**config.mk**
```make
export PLATFORM = sky130hd
export DESIGN_NAME = block_map_walker
export DESIGN_NICKNAME = d
export VERILOG_FILES = /design/src/bmw_pkg.sv /design/src/block_map_walker.sv
export VERILOG_INCLUDE_DIRS = /design/src /design/src/src
export SDC_FILE = /design/constraint.sdc
export NUM_CORES = 1
export LEC_CHECK = 0
export BUFFER_PORTS_ARGS = -buffer_cell sky130_fd_sc_hd__clkbuf_2
export CORE_MARGIN = 2
export CORE_UTILIZATION = 45
export CTS_CLUSTER_DIAMETER = 40
export DETAILED_ROUTE_END_ITERATION = 7
export GPL_ROUTABILITY_DRIVEN = 0
export GPL_TIMING_DRIVEN = 1
export PLACE_DENSITY = 0.66
export SLEW_MARGIN = 20
export SYNTH_ARGS = -nofsm -noshare
export SYNTH_HDL_FRONTEND = slang
export SYNTH_SLANG_ARGS = --single-unit
```
**constraint.sdc**
```tcl
create_clock -name clk -period 3.8 [get_ports clk]
set_input_delay 0.38 -clock clk [delete_from_list [all_inputs] [get_ports clk]]
set_output_delay 0.38 -clock clk [all_outputs]
set_load 0.01 [all_outputs]
```
**src/block_map_walker_macros.svh**
```systemverilog
// Assertion macros shared by the block map walker RTL.
`ifndef BLOCK_MAP_WALKER_MACROS_SVH
`define BLOCK_MAP_WALKER_MACROS_SVH

// Consequent must hold in the same cycle as the antecedent.
`define BMW_ASSERT_SAME(label, ante, cons, msg) \
    label: assert property (@(posedge clk) disable iff (!rst_n) (ante) |-> (cons)) \
        else $error(msg);

// Consequent must hold in the cycle after the antecedent.
`define BMW_ASSERT_NEXT(label, ante, cons, msg) \
    label: assert property (@(posedge clk) disable iff (!rst_n) (ante) |=> (cons)) \
        else $error(msg);

`endif

```
**src/bmw_pkg.sv**
```systemverilog
// Types and constants for the block map walker.
package bmw_pkg;

    localparam int MAX_LOG_BLOCK_SIZE = 2;
    // Largest block size shift that still keeps every index in ten bits.
    localparam int SHIFT_CAP = (MAX_LOG_BLOCK_SIZE < 2) ? MAX_LOG_BLOCK_SIZE : 2;

    localparam logic [31:0] DIRECT_COUNT = 32'd12;
    localparam logic [3:0]  SLOT_SINGLE  = 4'd12;
    localparam logic [3:0]  SLOT_DOUBLE  = 4'd13;
    localparam logic [3:0]  SLOT_TRIPLE  = 4'd14;
    localparam logic [3:0]  SLOT_COUNT   = 4'd15;
    localparam int          BASE_SHIFT   = 8;

    typedef enum logic [1:0] {
        OP_LOAD  = 2'd0,
        OP_XLATE = 2'd1,
        OP_WORD  = 2'd2
    } op_t;

    typedef enum logic [1:0] {
        ST_OK    = 2'd0,
        ST_RANGE = 2'd1,
        ST_FAIL  = 2'd2,
        ST_TURN  = 2'd3
    } status_t;

    typedef enum logic {
        KIND_READ = 1'b0,
        KIND_DONE = 1'b1
    } kind_t;

    typedef struct packed {
        kind_t       kind;
        logic [31:0] request_block;
        logic [9:0]  request_index;
        logic [31:0] mapped_block;
        status_t     status;
    } result_t;

endpackage

```
**src/block_map_walker.sv**
```systemverilog
// Block map walker: inode block pointer table and logical to physical lookup.
// An item is taken into an input register, worked on in one pass of short logic,
// and its result (if any) lands in an output register; one item per cycle is
// sustained, set by the single input-to-result pass, while m_tready keeps the
// output free. Pointer loads and unused ops give no result. A walk through
// indirect blocks issues one read request per level; each returned word is sent
// in as an op 2 item, and out-of-turn items are answered with status 3.
`include "block_map_walker_macros.svh"

module block_map_walker (
    input  logic          clk,
    input  logic          rst_n,
    // Input stream.
    input  logic          s_tvalid,
    output logic          s_tready,
    // slot[3:0], pointer_value[35:4], logical_block[67:36], fetched_word[99:68]
    input  logic [103:0]  s_tdata,
    // op[1:0], fetch_failed[2]
    input  logic [2:0]    s_tuser,
    // Result stream.
    output logic          m_tvalid,
    input  logic          m_tready,
    // request_block[31:0], request_index[41:32], mapped_block[73:42], status[75:74]
    output logic [79:0]   m_tdata,
    // kind[0]
    output logic [0:0]    m_tuser,
    // Configuration port.
    input  logic          psel,
    input  logic          penable,
    input  logic          pwrite,
    input  logic [2:0]    paddr,
    input  logic [31:0]   pwdata,
    output logic [31:0]   prdata,
    output logic          pready
);

    // Configuration.
    logic [1:0] log_block_size_reg;

    // Input register.
    logic        in_valid_reg;
    logic [1:0]  in_op_reg;
    logic [3:0]  in_slot_reg;
    logic [31:0] in_pointer_reg;
    logic [31:0] in_logical_reg;
    logic [31:0] in_word_reg;
    logic        in_failed_reg;

    // Walk state.
    logic [31:0] pointer_table_reg [15];
    logic        walk_busy_reg;
    logic        walk_busy_next;
    logic [1:0]  levels_left_reg;
    logic [1:0]  levels_left_next;
    logic [9:0]  mid_index_reg;
    logic [9:0]  mid_index_next;
    logic [9:0]  inner_index_reg;
    logic [9:0]  inner_index_next;

    // Output register.
    logic              out_valid_reg;
    bmw_pkg::result_t  out_reg;
    bmw_pkg::result_t  res;
    logic              has_res;
    logic              advance;

    // Index arithmetic.
    logic [1:0]  eff_shift;
    logic [4:0]  sh;
    logic [4:0]  sh2;
    logic [4:0]  sh3;
    logic [31:0] mask;
    logic [31:0] single_end;
    logic [31:0] double_end;
    logic [31:0] triple_end;
    logic [31:0] idx_single;
    logic [31:0] idx_double;
    logic [31:0] idx_triple;

    assign pready = 1'b1;
    assign prdata = paddr[2] ? 32'd0 : {30'd0, log_block_size_reg};

    always_ff @(posedge clk or negedge rst_n)
    begin
        if (!rst_n)
        begin
            log_block_size_reg <= 2'd0;
        end
        else if (psel && penable && pwrite && pready && !paddr[2])
        begin
            log_block_size_reg <= pwdata[1:0];
        end
    end

    assign advance  = in_valid_reg && (!out_valid_reg || m_tready);
    assign s_tready = !in_valid_reg || advance;

    always_ff @(posedge clk or negedge rst_n)
    begin
        if (!rst_n)
        begin
            in_valid_reg <= 1'b0;
        end
        else if (s_tready)
        begin
            in_valid_reg <= s_tvalid;
        end
    end

    always_ff @(posedge clk)
    begin
        if (s_tready && s_tvalid)
        begin
            in_op_reg      <= s_tuser[1:0];
            in_failed_reg  <= s_tuser[2];
            in_slot_reg    <= s_tdata[3:0];
            in_pointer_reg <= s_tdata[35:4];
            in_logical_reg <= s_tdata[67:36];
            in_word_reg    <= s_tdata[99:68];
        end
    end

    // Shift is saturated so that every index stays within ten bits.
    always_comb
    begin
        if (log_block_size_reg > 2'(bmw_pkg::SHIFT_CAP))
        begin
            eff_shift = 2'(bmw_pkg::SHIFT_CAP);
        end
        else
        begin
            eff_shift = log_block_size_reg;
        end
    end

    assign sh         = 5'(bmw_pkg::BASE_SHIFT) + {3'd0, eff_shift};
    assign sh2        = sh << 1;
    assign sh3        = sh2 + sh;
    assign mask       = (32'd1 << sh) - 32'd1;
    assign single_end = bmw_pkg::DIRECT_COUNT + (32'd1 << sh);
    assign double_end = single_end + (32'd1 << sh2);
    assign triple_end = double_end + (32'd1 << sh3);
    assign idx_single = in_logical_reg - bmw_pkg::DIRECT_COUNT;
    assign idx_double = in_logical_reg - single_end;
    assign idx_triple = in_logical_reg - double_end;

    always_comb
    begin
        res              = '0;
        has_res          = 1'b0;
        walk_busy_next   = walk_busy_reg;
        levels_left_next = levels_left_reg;
        mid_index_next   = mid_index_reg;
        inner_index_next = inner_index_reg;
        unique case (in_op_reg)
            bmw_pkg::OP_XLATE:
            begin
                has_res = 1'b1;
                res.kind = bmw_pkg::KIND_DONE;
                priority if (walk_busy_reg)
                begin
                    res.status = bmw_pkg::ST_TURN;
                end
                else if (in_logical_reg < bmw_pkg::DIRECT_COUNT)
                begin
                    res.mapped_block = pointer_table_reg[in_logical_reg[3:0]];
                end
                else if (in_logical_reg < single_end)
                begin
                    if (pointer_table_reg[bmw_pkg::SLOT_SINGLE] != 32'd0)
                    begin
                        res.kind          = bmw_pkg::KIND_READ;
                        res.request_block = pointer_table_reg[bmw_pkg::SLOT_SINGLE];
                        res.request_index = idx_single[9:0];
                        walk_busy_next    = 1'b1;
                        levels_left_next  = 2'd0;
                    end
                end
                else if (in_logical_reg < double_end)
                begin
                    if (pointer_table_reg[bmw_pkg::SLOT_DOUBLE] != 32'd0)
                    begin
                        res.kind          = bmw_pkg::KIND_READ;
                        res.request_block = pointer_table_reg[bmw_pkg::SLOT_DOUBLE];
                        res.request_index = 10'(idx_double >> sh);
                        walk_busy_next    = 1'b1;
                        levels_left_next  = 2'd1;
                        inner_index_next  = 10'(idx_double & mask);
                    end
                end
                else if (in_logical_reg < triple_end)
                begin
                    if (pointer_table_reg[bmw_pkg::SLOT_TRIPLE] != 32'd0)
                    begin
                        res.kind          = bmw_pkg::KIND_READ;
                        res.request_block = pointer_table_reg[bmw_pkg::SLOT_TRIPLE];
                        res.request_index = 10'(idx_triple >> sh2);
                        walk_busy_next    = 1'b1;
                        levels_left_next  = 2'd2;
                        mid_index_next    = 10'((idx_triple >> sh) & mask);
                        inner_index_next  = 10'(idx_triple & mask);
                    end
                end
                else
                begin
                    res.status = bmw_pkg::ST_RANGE;
                end
            end
            bmw_pkg::OP_WORD:
            begin
                has_res  = 1'b1;
                res.kind = bmw_pkg::KIND_DONE;
                priority if (!walk_busy_reg)
                begin
                    res.status = bmw_pkg::ST_TURN;
                end
                else if (in_failed_reg)
                begin
                    res.status       = bmw_pkg::ST_FAIL;
                    walk_busy_next   = 1'b0;
                    levels_left_next = 2'd0;
                end
                else if (levels_left_reg == 2'd0)
                begin
                    res.mapped_block = in_word_reg;
                    walk_busy_next   = 1'b0;
                end
                else if (in_word_reg == 32'd0)
                begin
                    // A zero pointer in an indirect block is a hole.
                    walk_busy_next   = 1'b0;
                    levels_left_next = 2'd0;
                end
                else
                begin
                    res.kind          = bmw_pkg::KIND_READ;
                    res.request_block = in_word_reg;
                    if (levels_left_reg == 2'd2)
                    begin
                        res.request_index = mid_index_reg;
                        levels_left_next  = 2'd1;
                    end
                    else
                    begin
                        res.request_index = inner_index_reg;
                        levels_left_next  = 2'd0;
                    end
                end
            end
            default:
            begin
                has_res = 1'b0;
            end
        endcase
    end

    always_ff @(posedge clk)
    begin
        if (advance && (in_op_reg == bmw_pkg::OP_LOAD) && (in_slot_reg < bmw_pkg::SLOT_COUNT))
        begin
            pointer_table_reg[in_slot_reg] <= in_pointer_reg;
        end
    end

    always_ff @(posedge clk or negedge rst_n)
    begin
        if (!rst_n)
        begin
            walk_busy_reg   <= 1'b0;
            levels_left_reg <= 2'd0;
            mid_index_reg   <= 10'd0;
            inner_index_reg <= 10'd0;
        end
        else if (advance)
        begin
            walk_busy_reg   <= walk_busy_next;
            levels_left_reg <= levels_left_next;
            mid_index_reg   <= mid_index_next;
            inner_index_reg <= inner_index_next;
        end
    end

    always_ff @(posedge clk or negedge rst_n)
    begin
        if (!rst_n)
        begin
            out_valid_reg <= 1'b0;
        end
        else if (advance && has_res)
        begin
            out_valid_reg <= 1'b1;
        end
        else if (m_tready)
        begin
            out_valid_reg <= 1'b0;
        end
    end

    always_ff @(posedge clk)
    begin
        if (advance && has_res)
        begin
            out_reg <= res;
        end
    end

    assign m_tvalid = out_valid_reg;
    assign m_tuser  = out_reg.kind;
    assign m_tdata  = {4'd0, out_reg.status, out_reg.mapped_block, out_reg.request_index,
                       out_reg.request_block};

    `BMW_ASSERT_SAME(a_idle_no_levels, !walk_busy_reg, levels_left_reg == 2'd0, "levels left while idle")
    `BMW_ASSERT_SAME(a_read_clean, m_tvalid && (out_reg.kind == bmw_pkg::KIND_READ), (out_reg.status == bmw_pkg::ST_OK) && (out_reg.mapped_block == 32'd0), "read request carries a result")
    `BMW_ASSERT_SAME(a_error_no_phys, m_tvalid && (out_reg.status != bmw_pkg::ST_OK), (out_reg.mapped_block == 32'd0) && (out_reg.kind == bmw_pkg::KIND_DONE), "error result carries a block")
    `BMW_ASSERT_NEXT(a_read_sets_busy, advance && has_res && (res.kind == bmw_pkg::KIND_READ), walk_busy_reg, "read request without a walk")

endmodule

```
==> results.md <==
Critical path:
- The worst setup path startpoint is log_block_size_reg[1].
- Setup slack on the worst reg-to-reg path comes out at ~110 ps.
- By startpoint and endpoint, the worst setup path is classified as reg2reg.
- The capture instance of the worst register-to-register path is mid_index_reg[6].
- At the worst endpoint, the arrival time is about 4200 ps.
- Along the worst path, the maximum fanout reaches 9.
- The beginning of the worst register-to-register path is log_block_size_reg[1].
- The destination of the critical timing path is mid_index_reg[6].
- The depth of the most critical reg-to-reg path is 12.
- STA classifies the critical path startpoint as a flop.
- The worst setup path is captured at a flop.
- The data required time at the worst endpoint is roughly 4400 ps.

Routing:
- The detailed-route via count is around 19k.
- The number of search-and-repair iterations in the first detailed-routing pass is 6.
- Using the TritonRoute via totals, the vias-per-cell ratio works out to just over 6.
- For this run, design rule violations remaining after detail routing come to 0.
- The per-cell routed wire length is 27.79 um.
- The routed design has just under 90,000 um of wire.
- The number of design-rule violations left by the first detailed-router iteration is between 2k and 3k.
- The remaining antenna violation count is 0.

Yosys:
- The count of different cell masters after synthesis is 81.
- The share of the yosys chip area belonging to registers is 0.6990.
- Averaged over all synthesized cells, the footprint is 17.34 um^2.
- Synthesis inferred 723 register bits.
- The cell area that synthesis handed to floorplanning was about 31,000 um^2.
- During synthesis, Yosys emitted a total of 0 warnings.
- The synthesized instance count is around 1.8k.
- The primary flip-flop cell chosen by synthesis mapping is edfxtp_1.
- Of all flip-flops after synthesis, the portion carrying an async set or reset was 0.03734.
- Yosys mapped a number of flops with a built-in enable equal to about 700.

Place:
- The port buffer count is between 150 and 200.
- Including well taps, the total number of placed cells is roughly 2.9k.
- Prior to clock tree synthesis, the placed netlist has a worst setup slack of around 200 ps.
- The wire-length estimate of the detail-placed layout is between 50,000 and 60,000 um.
- The placed instance area is 33,440 um^2.

Global route:
- The first global-routing pass estimated 128,200 um of wire.
- Entering global routing, the biggest net connects 63 pins.
- The initial antenna violation count was 1.
- The number of global-route vias before repair came to about 19k.
- The total overflow left after global routing is 0.
- The overall global routing resource usage is 0.2490.

Floorplanning:
- The number of placed I/O pins is ~270.
- The starting utilization of the core area is 0.4563.
- The region available for standard cell placement spans between 60,000 and 70,000 um^2.
- The full die area is 70,570 um^2.
- In this run the vertical extent of the chip is 265.7 um.
- The number of rows created at floorplan is 95.
- The floorplan step set the die width to 265.7 um.

CTS:
- The later pin in the worst-skew pair is clocked with a latency of 690 ps.
- The sink count of the clock tree is between 700 and 800.
- TritonCTS built the clock tree.
- The maximum count of clock buffers along a single path is 3.
- Once the clock tree was built, the setup fixing pass inserted 0 buffers.
- The total CTS buffers is 102.
- The H-tree generated during clock tree synthesis spans 3 levels.
- The tree is rooted in a clkbuf_16.
- The clock slew seen by the registers of the worst setup and hold paths is around 60 ps.

Power and ir drop:
- IR analysis of the VDD net gives a maximum drop of approximately 0.39 mV.
- The power density normalized to cell area is roughly 570 nW/um^2.
- In this run the power spent charging and discharging nets is roughly 5.6 mW.
- The clock power share is 0.457.
- The internal power of the cells totals around 16 mW.
- The share of total power dissipated in combinational logic is 0.108.
- Of the total power, registers draw 0.435.
- The analysis attributes to cell leakage a power of 12.97 nW.
- Of the total power, the share spent switching nets is 0.2548.

STA:
- Timing would allow up to between 200 and 300 MHz.
- The count of final hold-check violations is 0.
- The worst hold slack is 81.00 ps.
- The final worst-path cycle share is 0.9710.
- The final count of pins violating max slew came to 0.
- The number of setup violations in the final report is 0.
- The transition time at the pin with the least slew margin is about 1000 ps.
- The clock period minus final worst setup slack is roughly 3700 ps.
- Setup repair after global routing could not meet its margin everywhere.
- The final setup slack of the worst path is 110.1 ps.
- Measured against its own limit, the worst slew margin works out to 0.3003.
- The final clock skew is 54.53 ps.

Hold path:
- The worst hold path class is in2reg.

Final layout:
- The register with the most flip-flops in the layout has 512 of them.
- The design area is between 30,000 and 40,000 um^2.
- Of the cells placed in the final design, the portion with a size suffix greater than 1 is 0.2938.
- The filler-free cell count of the finished design is about 3.2k.
- The area overhead of the layout relative to synthesis is 24.16%.
- The repair_antennas step left the layout with diodes totalling 0.
- For this run, the post-layout net count is 2,377.
- At the end of the flow the core is filled with cells to 0.5665.

Status:
- The flow ran to the end, and the final reports show no timing, DRC or antenna violations.

Flow run:
- The number of max-cap violations is 0.
==> synthesized netlist by cell type, drive strengths merged (8+ instances only) <==
master	n	area share
nand3	15	0.0024
a32oi	32	0.0091
nand2	46	0.0056
nor3	28	0.0051
dfrtp	27	0.022
inv	20	0.0024
xnor2	21	0.0060
nand2b	8	0.0016
o21ai	45	0.0073
clkbuf	73	0.0089
nor2b	69	0.014
edfxtp	692	0.67
ha	26	0.011
a211oi	44	0.011
mux2i	44	0.014
buf	63	0.013
mux4	160	0.12
a21oi	70	0.011
o211ai	14	0.0036
nor2	95	0.012
nor4	44	0.0091
nand4	11	0.0022
mux2	14	0.0054
==> critical path: stages, from the launching register on <==
cell and delay, ps:
dfrtp_1 440, inv_1 190, ha_1 340, a2111o_1 430, nor3_1 220, o2111ai_1 280
a211oi_4 460, buf_4 250, nand2b_1 120, nor3_4 380, buf_4 260, nor2_1 60
a31oi_1 160
==> per-stage QoR <==
step	power [mW]	setup TNS (ps)
after floorplan	11.02	0
after global placement	11.83	0
after detailed placement	11.89	0
after CTS	21.98	0
after global routing	22.57	-31.16
final	21.92	0
==> how the worst min path moves through the flow <==
stage / startpoint / to / slack [ps] / cells after the start
3_3_place_gp: rst_n / log_block_size_reg[0] / 470 / 1
4_1_cts: m_tready / in_valid_reg / 50 / 3
3_5_place_dp: rst_n / log_block_size_reg[0] / 480 / 1
5_1_grt: m_tready / in_valid_reg / 90 / 3
6_report: m_tready / in_valid_reg / 80 / 3
2_1_floorplan: rst_n / in_valid_reg / 80 / 0
==> per-layer routing <==
metal | part of all wire | GRT usage | wire length (um)
met5 | 0 | 0 | 0
met4 | 0.033 | 0.08290 | 2895
met3 | 0.098 | 0.04897 | 8591
met2 | 0.47 | 0.3901 | 41010
met1 | 0.40 | 0.3524 | 35430
==> area by class of cell <==
class / instances / area [um^2]
inverters: 20 / 81.33
repair buffers: 382 / 2856
flip-flops and latches: 723 / 21550
fillers: 5065 / 29270
clock buffers: 114 / 2619
multi-input cells: 973 / 8977
clock inverters: 79 / 1077
well taps: 873 / 1092
==> layout by cell type, fill, tap and decap left out, drive strengths merged, types with 39 or more instances in the layout <==
master,n
buf,82
nor2b,69
a21oi,70
nor2,95
a211oi,44
o21ai,45
clkbuf,307
inv,39
edfxtp,692
conb,77
nor4,44
nand2,46
mux2i,44
dlygate4sd3,107
mux4,160
==> cell families after synthesis <==
kind of cell,synth area share
adders and majority gates,0.01056
other,0.0002438
xor gates and xnor gates,0.007392
muxes,0.1366
and+or+nand+nor,0.06015
DFF,0.6990
buffers and inverters,0.02457
AOI/OAI and AO/OA,0.06141
==> power by group through the flow <==
stage / clock network (mW) / logic (mW) / registers (mW)
after detailed placement: 0 / 2.22 / 9.67
after CTS: 10.1 / 2.32 / 9.52
after global placement: 0 / 2.18 / 9.65
final: 10.0 / 2.36 / 9.53
after global routing: 10.5 / 2.52 / 9.57
after floorplan: 0 / 1.51 / 9.51
==> what timing repair did <==
item / 4_1_cts / 5_1_grt
gates resized for setup: 0 / 10
hold buffers: 107 / 0
setup endpoints to repair: 0 / 15
endpoints found under the hold margin: 137 / 0
Power figures use the tool's default switching activity.
